**src/fci_queue.sv**
```systemverilog
// Small FIFO between front and back.
module fci_queue #(
  parameter int unsigned WIDTH = 8,
  parameter int unsigned DEPTH = 2
) (
  input  logic             clk,
  input  logic             rst_n,
  input  logic             push,
  input  logic [WIDTH-1:0] push_data,
  output logic             full,
  input  logic             pop,
  output logic             valid,
  output logic [WIDTH-1:0] pop_data
);

  localparam int unsigned PW = (DEPTH > 1) ? $clog2(DEPTH) : 1;
  localparam int unsigned CNTW = $clog2(DEPTH + 1);

  logic [WIDTH-1:0] slot_r [DEPTH];
  logic [PW-1:0]    wr_ptr_r, wr_ptr_nxt;
  logic [PW-1:0]    rd_ptr_r, rd_ptr_nxt;
  logic [CNTW-1:0]  cnt_r, cnt_nxt;

  assign full     = cnt_r == CNTW'(DEPTH);
  assign valid    = cnt_r != '0;
  assign pop_data = slot_r[rd_ptr_r];

  always_comb begin
    wr_ptr_nxt = wr_ptr_r;
    rd_ptr_nxt = rd_ptr_r;
    cnt_nxt    = cnt_r;
    if (push) begin
      wr_ptr_nxt = (wr_ptr_r == PW'(DEPTH - 1)) ? '0 : wr_ptr_r + PW'(1);
    end
    if (pop) begin
      rd_ptr_nxt = (rd_ptr_r == PW'(DEPTH - 1)) ? '0 : rd_ptr_r + PW'(1);
    end
    case ({push, pop})
      2'b10:   cnt_nxt = cnt_r + CNTW'(1);
      2'b01:   cnt_nxt = cnt_r - CNTW'(1);
      default: cnt_nxt = cnt_r;
    endcase
  end

  always_ff @(posedge clk) begin
    if (!rst_n) begin
      wr_ptr_r <= '0;
      rd_ptr_r <= '0;
      cnt_r    <= '0;
    end else begin
      wr_ptr_r <= wr_ptr_nxt;
      rd_ptr_r <= rd_ptr_nxt;
      cnt_r    <= cnt_nxt;
    end
  end

  always_ff @(posedge clk) begin
    if (push) begin
      slot_r[wr_ptr_r] <= push_data;
    end
  end

endmodule

```
**config.mk**
```make
export PLATFORM = sky130hd
export DESIGN_NAME = fci_queue
export DESIGN_NICKNAME = d
export VERILOG_FILES = /design/src/fci_queue.sv
export SDC_FILE = /design/constraint.sdc
export NUM_CORES = 1
export LEC_CHECK = 0
export ABC_AREA = 1
export BUFFER_PORTS_ARGS = -buffer_cell sky130_fd_sc_hd__clkbuf_2
export CORE_ASPECT_RATIO = 0.75
export CORE_MARGIN = 1
export CORE_UTILIZATION = 44
export DETAILED_ROUTE_END_ITERATION = 16
export GPL_ROUTABILITY_DRIVEN = 1
export PLACE_DENSITY = 0.73
export SLEW_MARGIN = 25
export SYNTH_ARGS = -nofsm -noshare
export SYNTH_HDL_FRONTEND = slang
export SYNTH_SLANG_ARGS = --single-unit
```
**constraint.sdc**
```tcl
create_clock -name clk -period 1.1 [get_ports clk]
set_input_delay 0.22 -clock clk [delete_from_list [all_inputs] [get_ports clk]]
set_output_delay 0.22 -clock clk [all_outputs]
set_load 0.05 [all_outputs]
```
==> key figures <==
Yosys
  • Share of the synthesized area in the top cell type: 0.573
  • Synth top area cells: edfxtp_1, mux2_4, dfxtp_1
  • FFs w/ async S/R, synth: 0
  • Mean Syn Cell Area: 14.0 um^2
  • List of most frequent post-synthesis cells: edfxtp_1, nor2_1, nand2_1
  • Syn Nets: 73
  • Sequential fraction of the synthesis area: 0.693
  • Yosys top cell by area: edfxtp_1
  • Synth Cell Area: 838 um^2
  • Predominant post-synthesis flop cell: edfxtp_1
  • Ys Warns: 0
  • FF+latch count, synth: 21
  • Post-synth EDFFs: 16
  • Synth Instances: 60
  • Leading cell type by number of instances after synthesis: edfxtp_1
  • Yosys cell types: 11

Worst hold path
  • Hold Path Class: in -> reg
  • Hold Crit Depth: 1

Pwr
  • Internal power: 1.25 mW
  • Combinational cell fraction of total power: 0.259
  • LEAKAGE: 0.505 nW
  • Worst IR Drop VDD: 0.000769 V
  • Sequential power share: 0.537
  • Total chip power: 1.73 mW
  • Net Sw Power: 0.484 mW
  • Sw frac: 0.279
  • Pwr Density: 1500 nW/um^2
  • Clock power frac: 0.205

GRT
  • All-layer global routing usage: 0.157
  • Initial antenna violation count: 0
  • GRT overflow: 0
  • Largest net degree at the start of global routing: 12
  • First-pass GRT wire length: 2130 um
  • Vias in the first global route: 491

Detailed routing
  • Wire per inst: 12.9 um
  • Remaining routing DRC violations: 0
  • Initial DRC Count: 7
  • Routed Antenna Nets: 0
  • Via/cell ratio: 4.68
  • Final WL: 1430 um
  • DRT Pass-1 Iters: 4
  • Via count: 520

Place
  • Port-buffer cells: 21
  • DP Area: 997 um^2
  • Final GP Congestion: 0.649
  • Inst Count DP: 105
  • Pre-CTS worst setup slack: -149 ps

Status
  • Failing checks: setup timing
  • Run status: finished with violations

Final layout
  • Area delta synth->final: 37.5%
  • Fin nets: 103
  • Fillcell total: 132
  • Fin util: 0.656
  • Final non-filler cell total: 111
  • Final Instance Area: 1150 um^2
  • Share of cells above drive strength 1: 0.494
  • # diodes: 0

STA
  • Max Transition Viols Final: 0
  • Final WS setup: -362 ps
  • Highest clock rate: 684 MHz
  • Hold_ws: 114 ps
  • Max_slew headroom: 0.778
  • Final hold violation count: 0
  • Crit path time final: 1460 ps
  • RSZ-0062 raised after global routing: yes
  • Worst slew pin tran: 332 ps
  • Final setup violation count: 10
  • TNS Setup: -2990 ps
  • Clk_skew: 1.78 ps
  • Tcrit/Tclk final: 1.33

Run
  • Max Cap Violations: 0

Die
  • Initial core utilization: 0.477
  • Die height: 39.8 um
  • Die W: 52.4 um
  • Core ar.: 1760 um^2
  • Total die area: 2090 um^2
  • IO Pins: 22
  • Site Rows: 13

Worst setup path
  • Largest fanout on the critical path: 2
  • Register-to-Register Path Depth: 2
  • Kind of critical path: reg -> out
  • Worst Path Arrival: 1240 ps
  • Crit start category: register
  • Required @ worst endpoint: 880 ps
  • Crit end category: output pin

Clock tree
  • Num CTS Buffers: 3
  • Maximum clock path buffer count: 2
  • CTS Sinks: 21
  • CTS tree: done
  • Clock-pin slew on the worst setup and hold paths: 110 ps
  • Cts-stage hold buffer count: 0
  • Worst-Skew Late Latency: 290 ps
  • H-Tree Depth: 1
  • Root Driver: clkbuf_4
==> flip-flops by register name (all words and copies together) (netlist names), named ones only <==
register and cells:
cnt_r 2, rd_ptr_r 1, slot_r 16, wr_ptr_r 1
==> cells in the final DEF (no fill, tap or decap), drive strengths merged <==
cell type	n
nor2	11
buf	15
edfxtp	16
nand4	1
inv	6
ha	1
mux2	8
o21ai	1
a21oi	1
clkbuf	15
nand2	9
dfxtp	5
==> cell families (layout without fill, tap and decap cells) <==
| logic type | Yosys count | count (layout) | share of synthesized area |
|---|---|---|---|
| compound gates | 2 | 2 | 0.0119 |
| fa+ha+maj | 1 | 1 | 0.0149 |
| buf+inv | 7 | 36 | 0.0403 |
| flops | 21 | 21 | 0.693 |
| mux | 8 | 8 | 0.143 |
| simple gates | 21 | 21 | 0.0970 |
==> worst max-delay path, stage by stage (launching register included) <==
cell	delay, ps
dfxtp_2	370
buf_4	130
mux2_4	310
buf_8	150
==> routing by layer <==
metal	part of all wire	wire length (um)	global-route usage
met5	0	0	0
met4	0.0098	14	0.0987
met3	0.052	74	0.0349
met2	0.54	776	0.269
met1	0.39	562	0.181
==> final cells by class <==
cell class / count / area (um^2) / share of cell area
flip-flops and latches: 21 / 587 / 0.509
repair buffers: 26 / 255 / 0.221
multi-input cells: 32 / 234 / 0.203
well taps: 22 / 27.5 / 0.0239
clock buffers: 4 / 26.3 / 0.0228
inverters: 6 / 22.5 / 0.0195
==> final timing paths <==
kind                startpoint           end  slack [ps]
setup / recovery      register   pop_data[6]        -360
hold / removal    push_data[1]  slot_r[1][1]         110
hold reg to reg       rd_ptr_r      rd_ptr_r         510
setup reg to reg      wr_ptr_r  slot_r[1][5]          80
==> power groups by stage <==
stage / sequential [mW] / clock, mW / combinational, mW
2_1_floorplan: 0.937 / 0 / 0.255
3_3_place_gp: 0.942 / 0 / 0.332
3_5_place_dp: 0.946 / 0 / 0.341
4_1_cts: 0.930 / 0.373 / 0.416
5_1_grt: 0.935 / 0.405 / 0.474
6_report: 0.930 / 0.355 / 0.448
==> what timing repair did <==
item	4_1_cts	5_1_grt
endpoints found under the hold margin	0	0
buffers inserted	2	0
resized for setup	25	13
setup endpoints to repair	10	10
pin swaps	1	0
No activity file was read; power rests on OpenSTA's default activity.
