===== config.mk =====
export PLATFORM = sky130hd
export DESIGN_NAME = fci_front_flat
export DESIGN_NICKNAME = d
export VERILOG_FILES = /design/src/fci_pkg.sv /design/src/fci_in_if.sv /design/src/fci_front.sv /design/src/flat_wrapper.sv
export SDC_FILE = /design/constraint.sdc
export NUM_CORES = 1
export LEC_CHECK = 0
export BUFFER_PORTS_ARGS = -buffer_cell sky130_fd_sc_hd__buf_2
export CORE_UTILIZATION = 34
export DETAILED_ROUTE_END_ITERATION = 16
export PLACE_DENSITY = 0.91
export SLEW_MARGIN = 30
export SYNTH_ARGS = -nofsm -noshare
export SYNTH_HDL_FRONTEND = slang
export SYNTH_SLANG_ARGS = --single-unit

===== constraint.sdc =====
create_clock -name vclk -period 3.03
set_input_delay 0.303 -clock vclk [all_inputs]
set_output_delay 0.303 -clock vclk [all_outputs]
set_load 0.005 [all_outputs]

===== src/fci_pkg.sv =====
// Shared widths, codes and types of the flash command interface.
package fci_pkg;

  localparam int unsigned DATA_W    = 8;
  localparam int unsigned ADDR_W    = 16;
  localparam int unsigned STATUS_W  = 3;
  localparam int unsigned CFG_IDX_W = 2;

  // Configuration register indexes
  localparam logic [CFG_IDX_W-1:0] CFG_FLASH_MODE = 2'd0;
  localparam logic [CFG_IDX_W-1:0] CFG_MAKER_ID   = 2'd1;
  localparam logic [CFG_IDX_W-1:0] CFG_DEVICE_ID  = 2'd2;

  localparam logic              RST_FLASH_MODE = 1'b1;
  localparam logic [DATA_W-1:0] RST_MAKER_ID   = 8'hBF;
  localparam logic [DATA_W-1:0] RST_DEVICE_ID  = 8'hD5;

  // Command sequence addresses and bytes
  localparam logic [ADDR_W-1:0] ADDR_UNLOCK1     = 16'h5555;
  localparam logic [ADDR_W-1:0] ADDR_UNLOCK2     = 16'h2AAA;
  localparam logic [DATA_W-1:0] DAT_UNLOCK1      = 8'hAA;
  localparam logic [DATA_W-1:0] DAT_UNLOCK2      = 8'h55;
  localparam logic [DATA_W-1:0] CMD_PROGRAM      = 8'hA0;
  localparam logic [DATA_W-1:0] CMD_ID_ENTER     = 8'h90;
  localparam logic [DATA_W-1:0] CMD_ID_EXIT      = 8'hF0;
  localparam logic [DATA_W-1:0] CMD_ERASE_SETUP  = 8'h80;
  localparam logic [DATA_W-1:0] CMD_CHIP_ERASE   = 8'h10;
  localparam logic [DATA_W-1:0] CMD_SECTOR_ERASE = 8'h30;
  localparam logic [DATA_W-1:0] ERASED_BYTE      = 8'hFF;

  typedef enum logic [STATUS_W-1:0] {
    ST_OK     = 3'd0,
    ST_STEP   = 3'd1,
    ST_PROG   = 3'd2,
    ST_SECTOR = 3'd3,
    ST_CHIP   = 3'd4,
    ST_ABORT  = 3'd5
  } status_t;

  // Classified bus access, as handed from front to back
  typedef struct packed {
    logic              is_write;
    logic              addr_odd;
    logic              at_unlock1;
    logic              at_unlock2;
    logic              d_unlock1;
    logic              d_unlock2;
    logic              d_program;
    logic              d_erase_setup;
    logic              d_id_enter;
    logic              d_id_exit;
    logic              d_chip_erase;
    logic              d_sector_erase;
    logic [DATA_W-1:0] data;
  } cmd_t;

  typedef struct packed {
    logic              flash_mode;
    logic [DATA_W-1:0] maker_id;
    logic [DATA_W-1:0] device_id;
  } cfg_t;

endpackage


===== src/fci_in_if.sv =====
// Bus access channel: one read or write word.
interface fci_in_if;
  logic                             valid;
  logic                             ready;
  logic                             req_type;
  logic [fci_pkg::ADDR_W-1:0]       address;
  logic [fci_pkg::DATA_W-1:0]       write_data;

  modport source (output valid, req_type, address, write_data, input ready);
  modport sink   (input valid, req_type, address, write_data, output ready);
endinterface


===== src/fci_front.sv =====
// Front end: accept bus words, fold the address into the array, classify.
module fci_front #(
  parameter int unsigned MEM_DEPTH = 65536,
  parameter int unsigned IDX_W     = 16
) (
  fci_in_if.sink                 in_ch,
  input  logic                   busy,
  input  logic                   q_full,
  output logic                   push,
  output fci_pkg::cmd_t          cmd,
  output logic [IDX_W-1:0]       idx
);

  // Largest multiplier of the depth that a 16-bit address can reach
  localparam int unsigned QMAX = ((2 ** fci_pkg::ADDR_W) - 1) / MEM_DEPTH;

  logic [31:0] addr32;
  logic [31:0] base32;
  logic [31:0] rem32;

  assign in_ch.ready = !q_full && !busy;
  assign push        = in_ch.valid && in_ch.ready;

  // Address modulo depth: parallel compares against constant multiples
  always_comb begin
    addr32 = {16'b0, in_ch.address};
    base32 = '0;
    for (int k = 1; k <= QMAX; k++) begin
      if (addr32 >= 32'(k * MEM_DEPTH)) begin
        base32 = 32'(k * MEM_DEPTH);
      end
    end
    rem32 = addr32 - base32;
  end

  assign idx = rem32[IDX_W-1:0];

  always_comb begin
    cmd.is_write       = in_ch.req_type;
    cmd.addr_odd       = in_ch.address[0];
    cmd.at_unlock1     = in_ch.address == fci_pkg::ADDR_UNLOCK1;
    cmd.at_unlock2     = in_ch.address == fci_pkg::ADDR_UNLOCK2;
    cmd.d_unlock1      = in_ch.write_data == fci_pkg::DAT_UNLOCK1;
    cmd.d_unlock2      = in_ch.write_data == fci_pkg::DAT_UNLOCK2;
    cmd.d_program      = in_ch.write_data == fci_pkg::CMD_PROGRAM;
    cmd.d_erase_setup  = in_ch.write_data == fci_pkg::CMD_ERASE_SETUP;
    cmd.d_id_enter     = in_ch.write_data == fci_pkg::CMD_ID_ENTER;
    cmd.d_id_exit      = in_ch.write_data == fci_pkg::CMD_ID_EXIT;
    cmd.d_chip_erase   = in_ch.write_data == fci_pkg::CMD_CHIP_ERASE;
    cmd.d_sector_erase = in_ch.write_data == fci_pkg::CMD_SECTOR_ERASE;
    cmd.data           = in_ch.write_data;
  end

endmodule


===== src/flat_wrapper.sv =====
// flat-port wrapper written by rule: the top's interface ports become plain ports
module fci_front_flat 
#(
  parameter int unsigned MEM_DEPTH = 65536,
  parameter int unsigned IDX_W     = 16
)
  (busy, q_full, push, cmd, idx, in_ch_valid, in_ch_req_type, in_ch_address, in_ch_write_data, in_ch_ready);
  fci_in_if in_ch_i ();
  input  logic busy;
  input  logic q_full;
  output logic push;
  output fci_pkg::cmd_t cmd;
  output logic [IDX_W-1:0] idx;
  input wire logic [$bits(in_ch_i.valid)-1:0] in_ch_valid;
  input wire logic [$bits(in_ch_i.req_type)-1:0] in_ch_req_type;
  input wire logic [$bits(in_ch_i.address)-1:0] in_ch_address;
  input wire logic [$bits(in_ch_i.write_data)-1:0] in_ch_write_data;
  output wire logic [$bits(in_ch_i.ready)-1:0] in_ch_ready;
  assign in_ch_i.valid = in_ch_valid;
  assign in_ch_i.req_type = in_ch_req_type;
  assign in_ch_i.address = in_ch_address;
  assign in_ch_i.write_data = in_ch_write_data;
  assign in_ch_ready = in_ch_i.ready;
  fci_front #(.MEM_DEPTH(MEM_DEPTH), .IDX_W(IDX_W)) u_core (.in_ch(in_ch_i), .busy(busy), .q_full(q_full), .push(push), .cmd(cmd), .idx(idx));
endmodule

==> flow_metrics.env <==
export IMPL_hp_class="in2out"
export IMPL_initial_core_util_pct=38.5
export IMPL_syn_area_um2=450
export IMPL_core_rowCount=12
export IMPL_final_hold_violation_count=0
export IMPL_drc=0
export IMPL_path_depth=4
export IMPL_synth_most_common_cell="buf_4"
export IMPL_post_dp_hpwl_mm=1.07
export IMPL_die_h_um=38.4
export IMPL_area_growth_pct=29.2
export IMPL_vias=493
export IMPL_maxSlewViolCount=0
export IMPL_drv_cap=0
export IMPL_grt_pass1_wl_mm=1.32
export IMPL_final_seq_area_um2=0
export IMPL_netlist_top_cells_area="buf_4 43%, nor4bb_1 16%, nor4_2 5.6%"
export IMPL_crit_slowest_cell="or4_4"
export IMPL_die_w_um=38.4
export IMPL_wl_mm=1.15
export IMPL_worst_pin_slew_ns=0.268
export IMPL_crit_path_cell_trace="buf_2 -> or4_4 -> nor4_4 -> buf_2"
export IMPL_crit_buf_inv=2
export IMPL_crit_top_cell="buf_2"
export IMPL_period_share_pct=56.0
export IMPL_yosysSeqAreaShare_pct=0
export IMPL_min_period_ns=1.70
export IMPL_design_seq_count=0
export IMPL_grt_overflow=0
export IMPL_yosysWarnings=0
export IMPL_first_pass_iters=4
export IMPL_via_per_inst=4.65
export IMPL_grt_pass1_vias=339
export IMPL_gp_congestion=0.637
export IMPL_hold_path_startpoint="in_ch_req_type"
export IMPL_io_buffers=64
export IMPL_clock_buffers=0
export IMPL_final_cell_area_um2=582
export IMPL_grt_usage_pct=11.7
export IMPL_crit_path_end_kind="output port"
export IMPL_avgSynthCellArea_um2=8.19
export IMPL_postCtsResizedCells=0
export IMPL_grt_max_degree=8
export IMPL_antenna_found_initial=0
export IMPL_worstSetupPathType="in2out"
export IMPL_hold_depth=0
export IMPL_cts_setup_buffers=0
export IMPL_fmax_mhz=589
export IMPL_setup_tns_ns=0
export IMPL_nets=122
export IMPL_powerDensity_nw_per_um2=103
export IMPL_final_util_pct=49.7
export IMPL_ant_nets=0
export IMPL_ctsHoldBuffers=0
export IMPL_syn_inst=55
export IMPL_synth_top_area_share_pct=43.3
export IMPL_rsz0062_at_grt="false"
export IMPL_worst_path_largest_cell_delay_ns=0.60
export IMPL_fill_cells=118
export IMPL_relSlewSlack_pct=81.9
export IMPL_cp_top_family="simple AND/OR/NAND/NOR gates"
export IMPL_peakVddDrop_uv=42.6
export IMPL_leakagePower_nw=0.328
export IMPL_ys_types=16
export IMPL_startpoint="in_ch_write_data[1]"
export IMPL_setup_ws_ns=1.33
export IMPL_dieArea_um2=1470
export IMPL_start_kind="primary input"
export IMPL_finalSetupViolCount=0
export IMPL_status="finished, final reports clean"
export IMPL_dp_slack_ns=1.33
export IMPL_num_antenna_cells=0
export IMPL_syn_num_nets=83
export IMPL_drt_iter0_drc=5
export IMPL_cp_required_ns=2.73
export IMPL_dpl_cell_area_um2=582
export IMPL_crit_path_max_fanout=6
export IMPL_yosysTopAreaCell="buf_4"
export IMPL_multi_input_area_um2=244
export IMPL_coreArea_um2=1170
export IMPL_ys_top_cells_by_count="26 x buf_4, 7 x nor4bb_1, 3 x nand2_1"
export IMPL_wl_per_cell_um=10.8
export IMPL_io_pins=66
export IMPL_worstPathArrival_ns=1.39
export IMPL_drive_gt1_share_pct=76.1
-- power breakdown --
group / total, mW / internal (mW) / switching, mW
combinational: 0.0601 / 0.0317 / 0.0284
sequential: 0 / 0 / 0
clock: 0 / 0 / 0
-- layout make-up --
class	count	share of cell area (%)
Multi-Input combinational cell	28	41.9
Tap cell	14	3.01
Timing Repair Buffer	64	55.1
-- cells in the final DEF, fill, tap and decap left out --
master	synthesis	routed
nand4b_1	1	1
nor2_1	2	2
nor4bb_1	7	7
nor4_2	2	2
nor4_4	1	1
and4_1	2	2
nor3_2	2	2
nand4bb_1	1	1
buf_2	0	64
or4_4	1	1
nor4b_1	1	1
and2_1	1	1
nand2_1	3	3
nand2b_1	2	2
nor4_1	2	2
-- path summary, 6_finish.rpt --
check             endpoint  slack, ns
setup / recovery    cmd[8]       1.33
hold / removal     cmd[19]       0.61
-- layer usage --
metal,up-vias,share of wire (%),GRT usage [%]
li1,255,-,-
met1,220,35,13.7
met2,18,60,24.6
met3,0,4.6,0
met4,0,0,0
met5,-,0,0
-- cells by family (layout without fill, tap and decap cells) --
logic type / count (synthesis) / count (layout) / share of synthesized area (%)
AND/OR/NAND/NOR: 28 / 28 / 54.2
buffers and inverters: 27 / 64 / 45.8
-- stage by stage --
step | cells | power (mW) | hold slack, ns
after floorplan | 55 | 0.0406 | 0.627
after global placement | 106 | 0.0588 | 0.606
after detailed placement | 106 | 0.0607 | 0.606
after CTS | 106 | 0.0608 | 0.606
after global routing | 106 | 0.0663 | 0.606
final | 106 | 0.0601 | 0.606
(Power assumes the default switching activity.)
